===== config.mk =====
export PLATFORM = sky130hd
export DESIGN_NAME = can_bit_timing_search
export DESIGN_NICKNAME = d
export VERILOG_FILES = /design/src/sv/cbts_pkg.sv /design/src/sv/can_bit_timing_search.sv /design/src/sv/cbts_mul.sv /design/src/sv/cbts_div.sv /design/src/sv/cbts_search.sv
export SDC_FILE = /design/constraint.sdc
export NUM_CORES = 1
export LEC_CHECK = 0
export BUFFER_PORTS_ARGS = -buffer_cell sky130_fd_sc_hd__clkbuf_2
export CAP_MARGIN = 5
export CORE_ASPECT_RATIO = 1.4
export CORE_UTILIZATION = 62
export CTS_CLUSTER_SIZE = 12
export DETAILED_ROUTE_END_ITERATION = 7
export PLACE_DENSITY_LB_ADDON = 0.05
export SYNTH_ARGS = -nofsm -noshare
export SYNTH_HDL_FRONTEND = slang
export SYNTH_SLANG_ARGS = --single-unit
export TNS_END_PERCENT = 10

===== constraint.sdc =====
create_clock -name aclk -period 7.7 [get_ports aclk]
set_input_delay 1.155 -clock aclk [delete_from_list [all_inputs] [get_ports aclk]]
set_output_delay 1.155 -clock aclk [all_outputs]
set_load 0.005 [all_outputs]

===== src/sv/cbts_pkg.sv =====
package cbts_pkg;

    // field widths
    localparam int RATE_W = 20;
    localparam int CLK_W  = 32;
    localparam int BRP_W  = 11;
    localparam int SEG1_W = 9;
    localparam int SEG2_W = 8;
    localparam int SJW_W  = 8;
    localparam int ERR_W  = 32;
    localparam int SP_W   = 10;
    localparam int PROD_W = BRP_W + RATE_W;

    // quanta per bit stay within 8..25, so five bits hold them
    localparam int TQ_W = 5;
    // 1000 / quanta is at most 125
    localparam int Q_W  = 7;

    localparam int unsigned SP_TARGET = 875;
    localparam int unsigned TQ_LOW    = 8;
    localparam int unsigned TQ_HIGH   = 25;
    localparam int unsigned PERMILLE  = 1000;

    typedef enum logic [2:0] {
        REG_CLOCK_HZ,
        REG_PRESCALER_MIN,
        REG_PRESCALER_MAX,
        REG_SEG1_MIN,
        REG_SEG1_MAX,
        REG_SEG2_MIN,
        REG_SEG2_MAX,
        REG_JUMP_WIDTH_MAX
    } cbts_reg_t;

    typedef struct packed {
        logic [CLK_W-1:0]  clock_hz;
        logic [BRP_W-1:0]  prescaler_min;
        logic [BRP_W-1:0]  prescaler_max;
        logic [SEG1_W-1:0] seg1_min;
        logic [SEG1_W-1:0] seg1_max;
        logic [SEG2_W-1:0] seg2_min;
        logic [SEG2_W-1:0] seg2_max;
        logic [SJW_W-1:0]  jump_width_max;
    } cbts_cfg_t;

    localparam cbts_cfg_t CFG_RESET = '{
        clock_hz:       32'd48000000,
        prescaler_min:  11'd1,
        prescaler_max:  11'd1024,
        seg1_min:       9'd1,
        seg1_max:       9'd16,
        seg2_min:       8'd1,
        seg2_max:       8'd8,
        jump_width_max: 8'd4
    };

    // best candidate of one search
    typedef struct packed {
        logic             found;
        logic [BRP_W-1:0] prescaler;
        logic [TQ_W-1:0]  phase_one;
        logic [TQ_W-1:0]  phase_two;
        logic [ERR_W-1:0] rate_error;
        logic [SP_W-1:0]  sp_permille;
    } cbts_result_t;

    typedef struct packed {
        logic idle;
        logic res_valid;
    } cbts_status_t;

    typedef enum logic [3:0] {
        ST_IDLE,
        ST_BRP,
        ST_MUL_D,
        ST_DIV_TQ,
        ST_MUL_BT,
        ST_DIV_ACT,
        ST_DIV_SP,
        ST_SCAN,
        ST_DONE
    } cbts_state_t;

endpackage


===== src/sv/can_bit_timing_search.sv =====
// CAN bit timing search. Each item on the input stream is a requested bitrate; the block
// walks the prescalers from prescaler_min to prescaler_max in steps of BRP_STEP, and for
// each one with 8 to 25 quanta per bit it scans phase segment one, keeping the candidate
// with the least bitrate error and then the sample point nearest 87.5%. One result item
// follows each request. All arithmetic goes through a bit-serial multiplier and a
// bit-serial 32-bit divider. A zero prescaler is skipped, and so is one with more than 25
// quanta once they are divided out; one inside the range also gets a bitrate and a sample
// point division and a scan of phase one; the walk ends early at the first prescaler with
// fewer than 8 quanta. A new request is taken once the previous search has handed its
// result to the output register. Configuration registers are written through cfg_* and
// are read by the search throughout, so the user must write them only while no request is
// in flight; the block itself does not enforce it.
module can_bit_timing_search
    import cbts_pkg::*;
#(
    parameter int BRP_STEP = 1
) (
    input  logic        aclk,
    input  logic        aresetn,
    // configuration write channel
    input  logic        cfg_valid,
    output logic        cfg_ready,
    input  logic [2:0]  cfg_index,
    input  logic [31:0] cfg_data,
    // request stream
    input  logic        s_tvalid,
    output logic        s_tready,
    input  logic [23:0] s_tdata,  // [19:0] target_rate
    // result stream
    output logic        m_tvalid,
    input  logic        m_tready,
    output logic [79:0] m_tdata,  // prescaler, phase_one, phase_two, jump_width,
                                  // rate_error, sp_permille
    output logic [0:0]  m_tuser   // status
);

    cbts_cfg_t    cfg_reg;
    cbts_status_t status;
    cbts_result_t result;
    logic         res_ready;
    logic         m_tvalid_reg;
    logic [79:0]  m_tdata_reg;
    logic [79:0]  m_tdata_next;
    logic [0:0]   m_tuser_reg;
    logic [SJW_W-1:0] s2_wide;
    logic [SJW_W-1:0] sjw;

    // configuration registers
    always_ff @(posedge aclk) begin
        if (!aresetn) begin
            cfg_reg <= CFG_RESET;
        end else if (cfg_valid) begin
            case (cbts_reg_t'(cfg_index))
                REG_CLOCK_HZ:       cfg_reg.clock_hz       <= cfg_data;
                REG_PRESCALER_MIN:  cfg_reg.prescaler_min  <= cfg_data[BRP_W-1:0];
                REG_PRESCALER_MAX:  cfg_reg.prescaler_max  <= cfg_data[BRP_W-1:0];
                REG_SEG1_MIN:       cfg_reg.seg1_min       <= cfg_data[SEG1_W-1:0];
                REG_SEG1_MAX:       cfg_reg.seg1_max       <= cfg_data[SEG1_W-1:0];
                REG_SEG2_MIN:       cfg_reg.seg2_min       <= cfg_data[SEG2_W-1:0];
                REG_SEG2_MAX:       cfg_reg.seg2_max       <= cfg_data[SEG2_W-1:0];
                REG_JUMP_WIDTH_MAX: cfg_reg.jump_width_max <= cfg_data[SJW_W-1:0];
                default: begin
                    cfg_reg <= cfg_reg;
                end
            endcase
        end
    end

    assign cfg_ready = 1'b1;

    cbts_search #(
        .BRP_STEP (BRP_STEP)
    ) u_search (
        .aclk      (aclk),
        .aresetn   (aresetn),
        .start     (s_tvalid & s_tready),
        .rate      (s_tdata[RATE_W-1:0]),
        .cfg       (cfg_reg),
        .res_ready (res_ready),
        .status    (status),
        .result    (result)
    );

    assign s_tready = status.idle;

    // result packing, zeros when no timing exists
    assign s2_wide = SJW_W'(result.phase_two);
    assign sjw     = (s2_wide < cfg_reg.jump_width_max) ? s2_wide : cfg_reg.jump_width_max;

    always_comb begin
        m_tdata_next = '0;
        if (result.found) begin
            m_tdata_next = {2'b00, result.sp_permille, result.rate_error, sjw,
                            SEG2_W'(result.phase_two), SEG1_W'(result.phase_one),
                            result.prescaler};
        end
    end

    // output register, loads when empty or being drained
    assign res_ready = status.res_valid && (!m_tvalid_reg || m_tready);

    always_ff @(posedge aclk) begin
        if (!aresetn) begin
            m_tvalid_reg <= 1'b0;
        end else if (res_ready) begin
            m_tvalid_reg <= 1'b1;
        end else if (m_tready) begin
            m_tvalid_reg <= 1'b0;
        end
    end

    always_ff @(posedge aclk) begin
        if (res_ready) begin
            m_tdata_reg <= m_tdata_next;
            m_tuser_reg <= ~result.found;
        end
    end

    assign m_tvalid = m_tvalid_reg;
    assign m_tdata  = m_tdata_reg;
    assign m_tuser  = m_tuser_reg;

endmodule


===== src/sv/cbts_mul.sv =====
module cbts_mul
    import cbts_pkg::*;
(
    input  logic              aclk,
    input  logic              aresetn,
    input  logic              start,
    input  logic [BRP_W-1:0]  a,
    input  logic [RATE_W-1:0] b,
    output logic              done,
    output logic [PROD_W-1:0] product
);

    localparam int CntW = $clog2(BRP_W + 1);

    logic [CntW-1:0]   cnt_reg;
    logic              done_reg;
    logic [BRP_W-1:0]  a_reg;
    logic [PROD_W-1:0] b_reg;
    logic [PROD_W-1:0] acc_reg;

    // step counter, one multiplier bit per cycle
    always_ff @(posedge aclk) begin
        if (!aresetn) begin
            cnt_reg  <= '0;
            done_reg <= 1'b0;
        end else begin
            done_reg <= (cnt_reg == CntW'(1));
            if (start) begin
                cnt_reg <= CntW'(BRP_W);
            end else if (cnt_reg != '0) begin
                cnt_reg <= cnt_reg - CntW'(1);
            end
        end
    end

    // shift-add datapath, lsb of a first
    always_ff @(posedge aclk) begin
        if (start) begin
            a_reg   <= a;
            b_reg   <= PROD_W'(b);
            acc_reg <= '0;
        end else if (cnt_reg != '0) begin
            if (a_reg[0]) begin
                acc_reg <= acc_reg + b_reg;
            end
            a_reg <= a_reg >> 1;
            b_reg <= b_reg << 1;
        end
    end

    assign done    = done_reg;
    assign product = acc_reg;

endmodule


===== src/sv/cbts_div.sv =====
module cbts_div
    import cbts_pkg::*;
(
    input  logic             aclk,
    input  logic             aresetn,
    input  logic             start,
    input  logic [CLK_W-1:0] dividend,
    input  logic [CLK_W-1:0] divisor,
    output logic             done,
    output logic [CLK_W-1:0] quotient,
    output logic [CLK_W-1:0] remainder
);

    localparam int CntW = $clog2(CLK_W + 1);

    logic [CntW-1:0]  cnt_reg;
    logic             done_reg;
    logic [CLK_W-1:0] rem_reg;
    logic [CLK_W-1:0] quo_reg;
    logic [CLK_W-1:0] dvs_reg;
    logic [CLK_W:0]   trial;
    logic             fits;

    // restoring step: bring down the next dividend bit and try a subtract
    assign trial = {rem_reg, quo_reg[CLK_W-1]};
    assign fits  = trial >= {1'b0, dvs_reg};

    // step counter, one quotient bit per cycle
    always_ff @(posedge aclk) begin
        if (!aresetn) begin
            cnt_reg  <= '0;
            done_reg <= 1'b0;
        end else begin
            done_reg <= (cnt_reg == CntW'(1));
            if (start) begin
                cnt_reg <= CntW'(CLK_W);
            end else if (cnt_reg != '0) begin
                cnt_reg <= cnt_reg - CntW'(1);
            end
        end
    end

    // dividend shifts out msb first while quotient bits shift in
    always_ff @(posedge aclk) begin
        if (start) begin
            rem_reg <= '0;
            quo_reg <= dividend;
            dvs_reg <= divisor;
        end else if (cnt_reg != '0) begin
            rem_reg <= fits ? CLK_W'(trial - {1'b0, dvs_reg}) : trial[CLK_W-1:0];
            quo_reg <= {quo_reg[CLK_W-2:0], fits};
        end
    end

    assign done      = done_reg;
    assign quotient  = quo_reg;
    assign remainder = rem_reg;

endmodule


===== src/sv/cbts_search.sv =====
module cbts_search
    import cbts_pkg::*;
#(
    parameter int BRP_STEP = 1
) (
    input  logic              aclk,
    input  logic              aresetn,
    input  logic              start,
    input  logic [RATE_W-1:0] rate,
    input  cbts_cfg_t         cfg,
    input  logic              res_ready,
    output cbts_status_t      status,
    output cbts_result_t      result
);

    // prescaler counter must hold the largest prescaler plus one step
    localparam int BrpCntW = $clog2((1 << BRP_W) + BRP_STEP + 1);

    cbts_state_t state_reg, state_next;

    logic [BrpCntW-1:0] brp_reg;
    logic [RATE_W-1:0]  rate_reg;
    logic [TQ_W-1:0]    tq_reg;
    logic [ERR_W-1:0]   err_reg;
    logic [Q_W-1:0]     spq_reg;
    logic [TQ_W-1:0]    spr_reg;
    logic [SP_W-1:0]    q_reg;
    logic [TQ_W-1:0]    r_reg;
    logic [TQ_W-1:0]    s1_reg;
    logic               found_reg;
    logic [ERR_W-1:0]   best_err_reg;
    logic [SP_W-1:0]    best_sperr_reg;
    logic [SP_W-1:0]    best_sp_reg;
    logic [BRP_W-1:0]   best_brp_reg;
    logic [TQ_W-1:0]    best_s1_reg;
    logic [TQ_W-1:0]    best_s2_reg;

    logic               mul_start;
    logic [RATE_W-1:0]  mul_b;
    logic               mul_done;
    logic [PROD_W-1:0]  mul_prod;
    logic               div_start;
    logic [CLK_W-1:0]   div_dividend;
    logic [CLK_W-1:0]   div_divisor;
    logic               div_done;
    logic [CLK_W-1:0]   div_quo;
    logic [CLK_W-1:0]   div_rem;

    logic               brp_over;
    logic               brp_zero;
    logic               tq_low;
    logic               tq_high;
    logic               brp_inc;
    logic               scan_last;
    logic [TQ_W-1:0]    s2;
    logic               cand;
    logic [SP_W-1:0]    sp_err;
    logic               better;
    logic [ERR_W-1:0]   err_new;
    logic [TQ_W:0]      r_sum;
    logic               r_wrap;
    logic [TQ_W-1:0]    r_step;
    logic [SP_W-1:0]    q_step;

    cbts_mul u_mul (
        .aclk    (aclk),
        .aresetn (aresetn),
        .start   (mul_start),
        .a       (brp_reg[BRP_W-1:0]),
        .b       (mul_b),
        .done    (mul_done),
        .product (mul_prod)
    );

    cbts_div u_div (
        .aclk      (aclk),
        .aresetn   (aresetn),
        .start     (div_start),
        .dividend  (div_dividend),
        .divisor   (div_divisor),
        .done      (div_done),
        .quotient  (div_quo),
        .remainder (div_rem)
    );

    // loop and range tests
    assign brp_over  = brp_reg > BrpCntW'(cfg.prescaler_max);
    assign brp_zero  = (brp_reg == '0);
    assign tq_low    = div_quo < CLK_W'(TQ_LOW);
    assign tq_high   = div_quo > CLK_W'(TQ_HIGH);
    assign scan_last = (s1_reg == tq_reg - TQ_W'(1));
    assign brp_inc   = ((state_reg == ST_BRP) && !brp_over && brp_zero) ||
                       ((state_reg == ST_DIV_TQ) && div_done && !tq_low && tq_high) ||
                       ((state_reg == ST_SCAN) && scan_last);

    // bitrate error of the current prescaler
    assign err_new = (div_quo > CLK_W'(rate_reg)) ? div_quo - CLK_W'(rate_reg)
                                                  : CLK_W'(rate_reg) - div_quo;

    // candidate for the current phase one
    assign s2   = tq_reg - TQ_W'(1) - s1_reg;
    assign cand = (SEG1_W'(s1_reg) >= cfg.seg1_min) && (SEG1_W'(s1_reg) <= cfg.seg1_max) &&
                  (SEG2_W'(s2) >= cfg.seg2_min) && (SEG2_W'(s2) <= cfg.seg2_max);
    assign sp_err = (q_reg >= SP_W'(SP_TARGET)) ? q_reg - SP_W'(SP_TARGET)
                                                : SP_W'(SP_TARGET) - q_reg;
    assign better = !found_reg || (err_reg < best_err_reg) ||
                    ((err_reg == best_err_reg) && (sp_err < best_sperr_reg));

    // sample point of the next phase one: add 1000 / quanta with carry of remainders
    assign r_sum  = {1'b0, r_reg} + {1'b0, spr_reg};
    assign r_wrap = r_sum >= {1'b0, tq_reg};
    assign r_step = r_wrap ? TQ_W'(r_sum - {1'b0, tq_reg}) : r_sum[TQ_W-1:0];
    assign q_step = q_reg + SP_W'(spq_reg) + SP_W'(r_wrap);

    // next state
    always_comb begin
        state_next = state_reg;
        case (state_reg)
            ST_IDLE: begin
                if (start) begin
                    state_next = (rate == '0) ? ST_DONE : ST_BRP;
                end
            end
            ST_BRP: begin
                if (brp_over) begin
                    state_next = ST_DONE;
                end else if (!brp_zero) begin
                    state_next = ST_MUL_D;
                end
            end
            ST_MUL_D: begin
                if (mul_done) begin
                    state_next = ST_DIV_TQ;
                end
            end
            ST_DIV_TQ: begin
                if (div_done) begin
                    if (tq_low) begin
                        // quanta only shrink as the prescaler grows
                        state_next = ST_DONE;
                    end else if (tq_high) begin
                        state_next = ST_BRP;
                    end else begin
                        state_next = ST_MUL_BT;
                    end
                end
            end
            ST_MUL_BT: begin
                if (mul_done) begin
                    state_next = ST_DIV_ACT;
                end
            end
            ST_DIV_ACT: begin
                if (div_done) begin
                    state_next = ST_DIV_SP;
                end
            end
            ST_DIV_SP: begin
                if (div_done) begin
                    state_next = ST_SCAN;
                end
            end
            ST_SCAN: begin
                if (scan_last) begin
                    state_next = ST_BRP;
                end
            end
            ST_DONE: begin
                if (res_ready) begin
                    state_next = ST_IDLE;
                end
            end
            default: begin
                state_next = ST_IDLE;
            end
        endcase
    end

    // unit starts and operand selection
    always_comb begin
        mul_start    = 1'b0;
        div_start    = 1'b0;
        mul_b        = rate_reg;
        div_dividend = cfg.clock_hz;
        div_divisor  = CLK_W'(mul_prod);
        status.idle      = 1'b0;
        status.res_valid = 1'b0;
        case (state_reg)
            ST_IDLE: begin
                status.idle = 1'b1;
            end
            ST_BRP: begin
                mul_start = !brp_over && !brp_zero;
            end
            ST_MUL_D: begin
                div_start = mul_done;
            end
            ST_DIV_TQ: begin
                mul_b     = RATE_W'(div_quo[TQ_W-1:0]);
                mul_start = div_done && !tq_low && !tq_high;
            end
            ST_MUL_BT: begin
                div_start = mul_done;
            end
            ST_DIV_ACT: begin
                div_dividend = CLK_W'(PERMILLE);
                div_divisor  = CLK_W'(tq_reg);
                div_start    = div_done;
            end
            ST_DONE: begin
                status.res_valid = 1'b1;
            end
            default: begin
                mul_start = 1'b0;
            end
        endcase
    end

    always_ff @(posedge aclk) begin
        if (!aresetn) begin
            state_reg <= ST_IDLE;
        end else begin
            state_reg <= state_next;
        end
    end

    // found flag
    always_ff @(posedge aclk) begin
        if (!aresetn) begin
            found_reg <= 1'b0;
        end else if ((state_reg == ST_IDLE) && start) begin
            found_reg <= 1'b0;
        end else if ((state_reg == ST_SCAN) && cand) begin
            found_reg <= 1'b1;
        end
    end

    // search datapath
    always_ff @(posedge aclk) begin
        if ((state_reg == ST_IDLE) && start) begin
            rate_reg <= rate;
            brp_reg  <= BrpCntW'(cfg.prescaler_min);
        end else if (brp_inc) begin
            brp_reg <= brp_reg + BrpCntW'(BRP_STEP);
        end
        if ((state_reg == ST_DIV_TQ) && div_done) begin
            tq_reg <= div_quo[TQ_W-1:0];
        end
        if ((state_reg == ST_DIV_ACT) && div_done) begin
            err_reg <= err_new;
        end
        if ((state_reg == ST_DIV_SP) && div_done) begin
            spq_reg <= div_quo[Q_W-1:0];
            spr_reg <= div_rem[TQ_W-1:0];
            q_reg   <= SP_W'(div_quo[Q_W-1:0]);
            r_reg   <= div_rem[TQ_W-1:0];
            s1_reg  <= '0;
        end else if (state_reg == ST_SCAN) begin
            q_reg  <= q_step;
            r_reg  <= r_step;
            s1_reg <= s1_reg + TQ_W'(1);
        end
        if ((state_reg == ST_SCAN) && cand && better) begin
            best_err_reg   <= err_reg;
            best_sperr_reg <= sp_err;
            best_sp_reg    <= q_reg;
            best_brp_reg   <= brp_reg[BRP_W-1:0];
            best_s1_reg    <= s1_reg;
            best_s2_reg    <= s2;
        end
    end

    assign result.found       = found_reg;
    assign result.prescaler   = best_brp_reg;
    assign result.phase_one   = best_s1_reg;
    assign result.phase_two   = best_s2_reg;
    assign result.rate_error  = best_err_reg;
    assign result.sp_permille = best_sp_reg;

endmodule

# [Word-level counts from Yosys, hierarchy flattened]
# Cells that the tools add are included.
# Widths: inputs -> output; s select.
[totals] ff_bits=538 in_bits=64 elab_cells=207
[classes] addsub=16 magnitude_cmp=14 eq_ne=28 muxes=44 bitwise_logic=3 n_reduce_logical=56
[ops] operator="$mux 32" count=5
[ops] operator="$mux 20" count=3
[ops] operator="$mux 4" count=14
[ops] operator="$mux 11" count=4
[ops] operator="$pmux 4 s9" count=1
[ops] operator="$ge 33x32->1" count=1
[ops] operator="$eq 32x32->1" count=1
[ops] operator="$gt 32x20->1" count=1
[ops] operator="$gt 32x5->1 const B" count=1
[ops] operator="$lt 32x32->1" count=1
[ops] operator="$lt 32x4->1 const B" count=1
[ops] operator="$sub 20x32->32" count=1
[ops] operator="$sub 32x20->32" count=1
[ops] operator="$sub 32x32->32" count=1
[ops] operator="$add 31x31->31" count=1
[ops] operator="$logic_not 20->1" count=1
[ops] operator="$mux 5" count=4
[ops] operator="$logic_and 1x1->1" count=19
[ops] operator="$reduce_and 2->1" count=9
[ops] operator="$eq 4x3->1 const B" count=4
[ops] operator="$mux 7" count=2
[ops] operator="$add 12x1->12 const B" count=1
[ops] operator="$eq 3x3->1 const B" count=4
[ops] operator="$gt 12x11->1" count=1
[ops] operator="46 further kinds" count=79

# [Depth between registers and ports, before layout]
[logic_depth] depth_word=8 ltp_mapped=24 depth_no_buf=23

# [By module]
# Synthesis repeated with hierarchy kept, for this count alone.
[hier_totals] hier_cells=2967 area_unflattened_um2=29612.2
[by_module_without_submodules] module="cbts_search" instances=1 cells_each=1252 area_each_um2=12464.5 seq_area_each_um2=5235.0
[by_module_without_submodules] module="can_bit_timing_search" instances=1 cells_each=627 area_each_um2=6497.5 seq_area_each_um2=4103.9
[by_module_without_submodules] module="cbts_div" instances=1 cells_each=591 area_each_um2=5910.7 seq_area_each_um2=2702.6
[by_module_without_submodules] module="cbts_mul" instances=1 cells_each=497 area_each_um2=4739.5 seq_area_each_um2=1871.8

# [Worst setup path before layout]
# Ideal clock, no wire load.
[synth_timing] path_type="register -> register" start="register u_search.q_reg[2]" end="register u_search.best_brp_reg[0] (enable)" t_arrival_ns=6.538 path_slack_ns=0.615 stages_incl_launch_ff=15 path_buffers=0 synth_period_minus_slack_ns=7.085 cell_sequence="edfxtp_1 -> inv_1 -> ha_1 -> a21oi_1 -> nand2_1 -> a31o_2 -> nor2b_1 -> mux2i_1 -> a21oi_1 -> o31ai_1 -> ha_1 -> a21o_1 -> a2111oi_0 -> o21ai_0 -> a31oi_1"
[synth_via] elab_chain_len=6
[synth_lines] element="start, declared" line_no="cbts_search.sv:27" rtl="logic [SP_W-1:0] q_reg;"
[synth_lines] element="start signal, assigned" line_no="cbts_search.sv:255" rtl="q_reg <= SP_W'(div_quo[Q_W-1:0]);"
[synth_lines] element="start signal, assigned" line_no="cbts_search.sv:259" rtl="q_reg <= q_step;"
[synth_lines] element="$sub 10x10->10, or another cell as far along" line_no="cbts_search.sv:105" rtl=": SP_W'(SP_TARGET) - q_reg;"
[synth_lines] element="$mux 10 (*)" line_no="cbts_search.sv:104" rtl="assign sp_err = (q_reg >= SP_W'(SP_TARGET)) ? q_reg - SP_W'(SP_TARGET)"
[synth_lines] element="named net u_search.sp_err[8]" line_no="cbts_search.sv:57" rtl="logic [SP_W-1:0] sp_err;"
[synth_lines] element="$lt 10x10->1 (*)" line_no="cbts_search.sv:107" rtl="((err_reg == best_err_reg) && (sp_err < best_sperr_reg));"
[synth_lines] element="$logic_and 1x1->1 (*)" line_no="cbts_search.sv:107"
[synth_lines] element="$logic_or 1x1->1 (*)" line_no="cbts_search.sv:106" rtl="assign better = !found_reg || (err_reg < best_err_reg) ||"
[synth_lines] element="$logic_and 1x1->1 (*)" line_no="cbts_search.sv:263" rtl="if ((state_reg == ST_SCAN) && cand && better) begin"
[synth_lines] element="end signal, assigned" line_no="cbts_search.sv:267" rtl="best_brp_reg <= brp_reg[BRP_W-1:0];"
[synth_lines] element="end, declared" line_no="cbts_search.sv:34" rtl="logic [BRP_W-1:0] best_brp_reg;"
# Mark *: on every way through the listed nets, which the timed path passes. The rest lies on a longest branch.
# A chain may end at the register's enable or synchronous reset.

# [Final worst setup path]
[layout_timing] start="register u_search.q_reg[2]" end="register u_search.best_err_reg[24] (enable)"
[layout_via] elab_chain_len=6
[layout_lines] element="$sub 10x10->10, or another cell as far along" line_no="cbts_search.sv:105"
[layout_lines] element="$mux 10 (*)" line_no="cbts_search.sv:104"
[layout_lines] element="named net u_search.sp_err[8]" line_no="cbts_search.sv:57"
[layout_lines] element="$lt 10x10->1 (*)" line_no="cbts_search.sv:107"
[layout_lines] element="$logic_and 1x1->1 (*)" line_no="cbts_search.sv:107"
[layout_lines] element="$logic_or 1x1->1 (*)" line_no="cbts_search.sv:106"
[layout_lines] element="$logic_and 1x1->1 (*)" line_no="cbts_search.sv:263"
[layout_lines] element="end signal, assigned" line_no="cbts_search.sv:264" rtl="best_err_reg <= err_reg;"
[layout_lines] element="end, declared" line_no="cbts_search.sv:31" rtl="logic [ERR_W-1:0] best_err_reg;"
# Marks and branches as above.

==> impl_metrics.ini <==
[run_status]
outcome = completed

[synth]
async_flop_share = 0
synth_common_cells = nand2_1, edfxtp_1, inv_1, ha_1, nor2_1
synth.yosys.seq_area_share = 0.488
synth_area_leaders = edfxtp_1, dfxtp_1, ha_1
synthFlopType = edfxtp_1
ys_ff_latch = 528
yosysTopAreaCellShare = 0.350
syn_area_per_cell_um2 = 9.65
yosysTopAreaCell = edfxtp_1
yosys_warnings = 0
synth_cell_types = 73
synth_most_common_cell = nand2_1
syn_area_um2 = 28400
synth_edf_count = 331
synth_cells = 2946

[finish]
layout-drive-gt1-share = 0.0848
area_growth_pct = 9.77
final_util = 0.692
largest_reg_flops = 96
finalNonFillerCells = 3692
layout.nets = 3314

[clock_network]
cts-buffers-inserted = 53
h-tree-depth = 2
postCtsResizedCells = 0
cts_setup_buffers = 0
worstSkewPairLatency_ns = 0.63
path_clk_slew_ns = 0.06
clockBufferDepth = 3
cts.sinks = 528
cts_tree = done
hold_buffers = 0
root_buffer = clkbuf_16

[timing]
clock_skew_ns = 0.0357
maxSlewViolCount = 0
rsz0062_at_grt = no
fmax_mhz = 186
setup_tns_ns = 0
final_hold_viol_count = 0
setup_violations = 0
fin_crit_sh = 0.697
min_period_ns = 5.37
worstMarginPinSlew_ns = 1.25
slew_headroom = 0.165

[die]
die_w_um = 183
die_y_um = 255
die-area_um2 = 46700
rows = 92
initial_core_util = 0.630
ios = 148
core_um2 = 45100

[pwr]
intPower_uw = 6980
p_sw_uw = 4370
p_seq_frac = 0.380
clkPwrFrac = 0.219
powerDensity_nw_per_um2 = 364
leakage_uw = 0.0127
switching_share = 0.385
total_power_uw = 11300
p_comb_frac = 0.401
ir_drop_v = 0.000600

[placed_design]
dp_hpwl_mm = 50.0
place_congestion = 0.916
portBuffers = 133
place_inst = 3590

[min_path]
holdPathStages = 0
hp-start = u_search.err_reg[12]
worstHoldPathType = reg2reg

[drt]
drc = 0
drt_iter0_markers = 1303
routed_via_density = 5.83
first_pass_iters = 8
num_vias = 21538
wire_per_inst_um = 18.6
finalWirelength_mm = 68.5
drtAntennaViolNets = 0

[grt]
grt_max_degree = 112
grt_pass1_wl_mm = 110
grt_pass1_vias = 21143
overflow = 0
grt_antenna_before_repair = 2
grt_use_total = 0.296

[critical_path]
critPathArrivalTime_ns = 5.61
crit_fanout = 47
critPathCaptureType = flop
worstPathRequired_ns = 7.94
rr_worst_depth = 15
critPathLaunch = u_search.q_reg[2]
cp-start-kind = flop
path_class = reg2reg
crit-reg2reg-launch = u_search.q_reg[2]

[flow_run]
drv_cap = 0
-- cells in the final DEF (no fill, tap or decap), drive strengths merged, types with 8 or more instances in the layout --
cell | netlist | routed
a21boi | 91 | 91
or2 | 8 | 8
mux2 | 8 | 8
clkbuf | 98 | 225
a2111oi | 10 | 10
buf | 36 | 23
and3 | 13 | 13
o21a | 23 | 23
o21ai | 125 | 125
xor2 | 58 | 58
o211ai | 16 | 16
edfxtp | 331 | 331
inv | 210 | 209
ha | 207 | 207
a31oi | 27 | 27
a211oi | 36 | 36
dfxtp | 197 | 197
nor2b | 66 | 66
a21oi | 195 | 195
nand2 | 444 | 444
nor3 | 50 | 50
or3 | 15 | 15
nand3 | 82 | 82
and2 | 43 | 43
xnor2 | 65 | 65
a21o | 56 | 56
o21bai | 16 | 16
nand2b | 42 | 42
nor4 | 20 | 20
nor2 | 207 | 207
o31ai | 23 | 23
nand4 | 28 | 28
mux2i | 21 | 21
fa | 9 | 9
conb | 2 | 13
-- power groups by stage --
| stage | clock network [uW] | registers, uW | logic, uW |
|---|---|---|---|
| after floorplan | 0 | 4150 | 3540 |
| after global placement | 0 | 4340 | 4360 |
| after detailed placement | 0 | 4360 | 4490 |
| after CTS | 2530 | 4310 | 4520 |
| after global routing | 2620 | 4370 | 5100 |
| final | 2490 | 4310 | 4540 |
-- layout make-up --
type	count	area (um2)
timing repair buffer	156	838
fill	3650	13900
sequential	528	13900
antenna	2	5.00
tap	611	764
multi-input combinational	2085	13300
clock buffer	92	1530
inverter	210	788
clock inverter	8	119
-- kinds of logic (layout without fill, tap and decap cells) --
group	count (synthesis)	after routing	synth area share
muxes	29	29	0.0106
and+or+nand+nor	1040	1040	0.168
DFF	528	528	0.488
adders and majority gates	216	216	0.0974
AOI/OAI and AO/OA	664	664	0.149
buffers and inverters	344	466	0.0484
other	2	15	0.000264
xor gates and xnor gates	123	123	0.0379
-- through the flow --
stage          area (um2)  setup slack (ns)  hold slack, ns
3_3_place_gp        29500              2.51           0.433
2_1_floorplan       28500             0.615           0.406
5_1_grt             31200              1.85           0.462
4_1_cts             31200              2.30           0.457
3_5_place_dp        29500              2.39           0.442
6_report            31200              2.33           0.457
-- critical path, stage by stage (launching register included) --
cell,delay [ns]
edfxtp_1,0.49
inv_1,0.13
ha_1,0.23
a21oi_1,0.24
nand2_1,0.11
a31o_2,0.26
nor2b_1,0.17
mux2i_1,0.28
a21oi_1,0.12
o31ai_1,0.33
ha_1,0.32
a21o_1,0.18
a2111oi_0,0.37
o21ai_0,0.26
a31oi_4,0.79
buf_4,0.68
-- per-layer routing --
metal  track usage  share of wire  vias to the layer above
li1              -              -                    10503
met1         0.351           0.40                    10355
met2         0.539           0.52                      552
met3        0.0372          0.046                      128
met4         0.112          0.036                        0
met5             0              0                        -
-- final timing paths --
kind                          endpoint  slack [ns]
max reg2reg  u_search.best_err_reg[24]        2.33
max          u_search.best_err_reg[24]        2.33
min reg2reg  u_search.best_err_reg[12]        0.46
min          u_search.best_err_reg[12]        0.46
No activity file was read; power rests on OpenSTA's default activity.
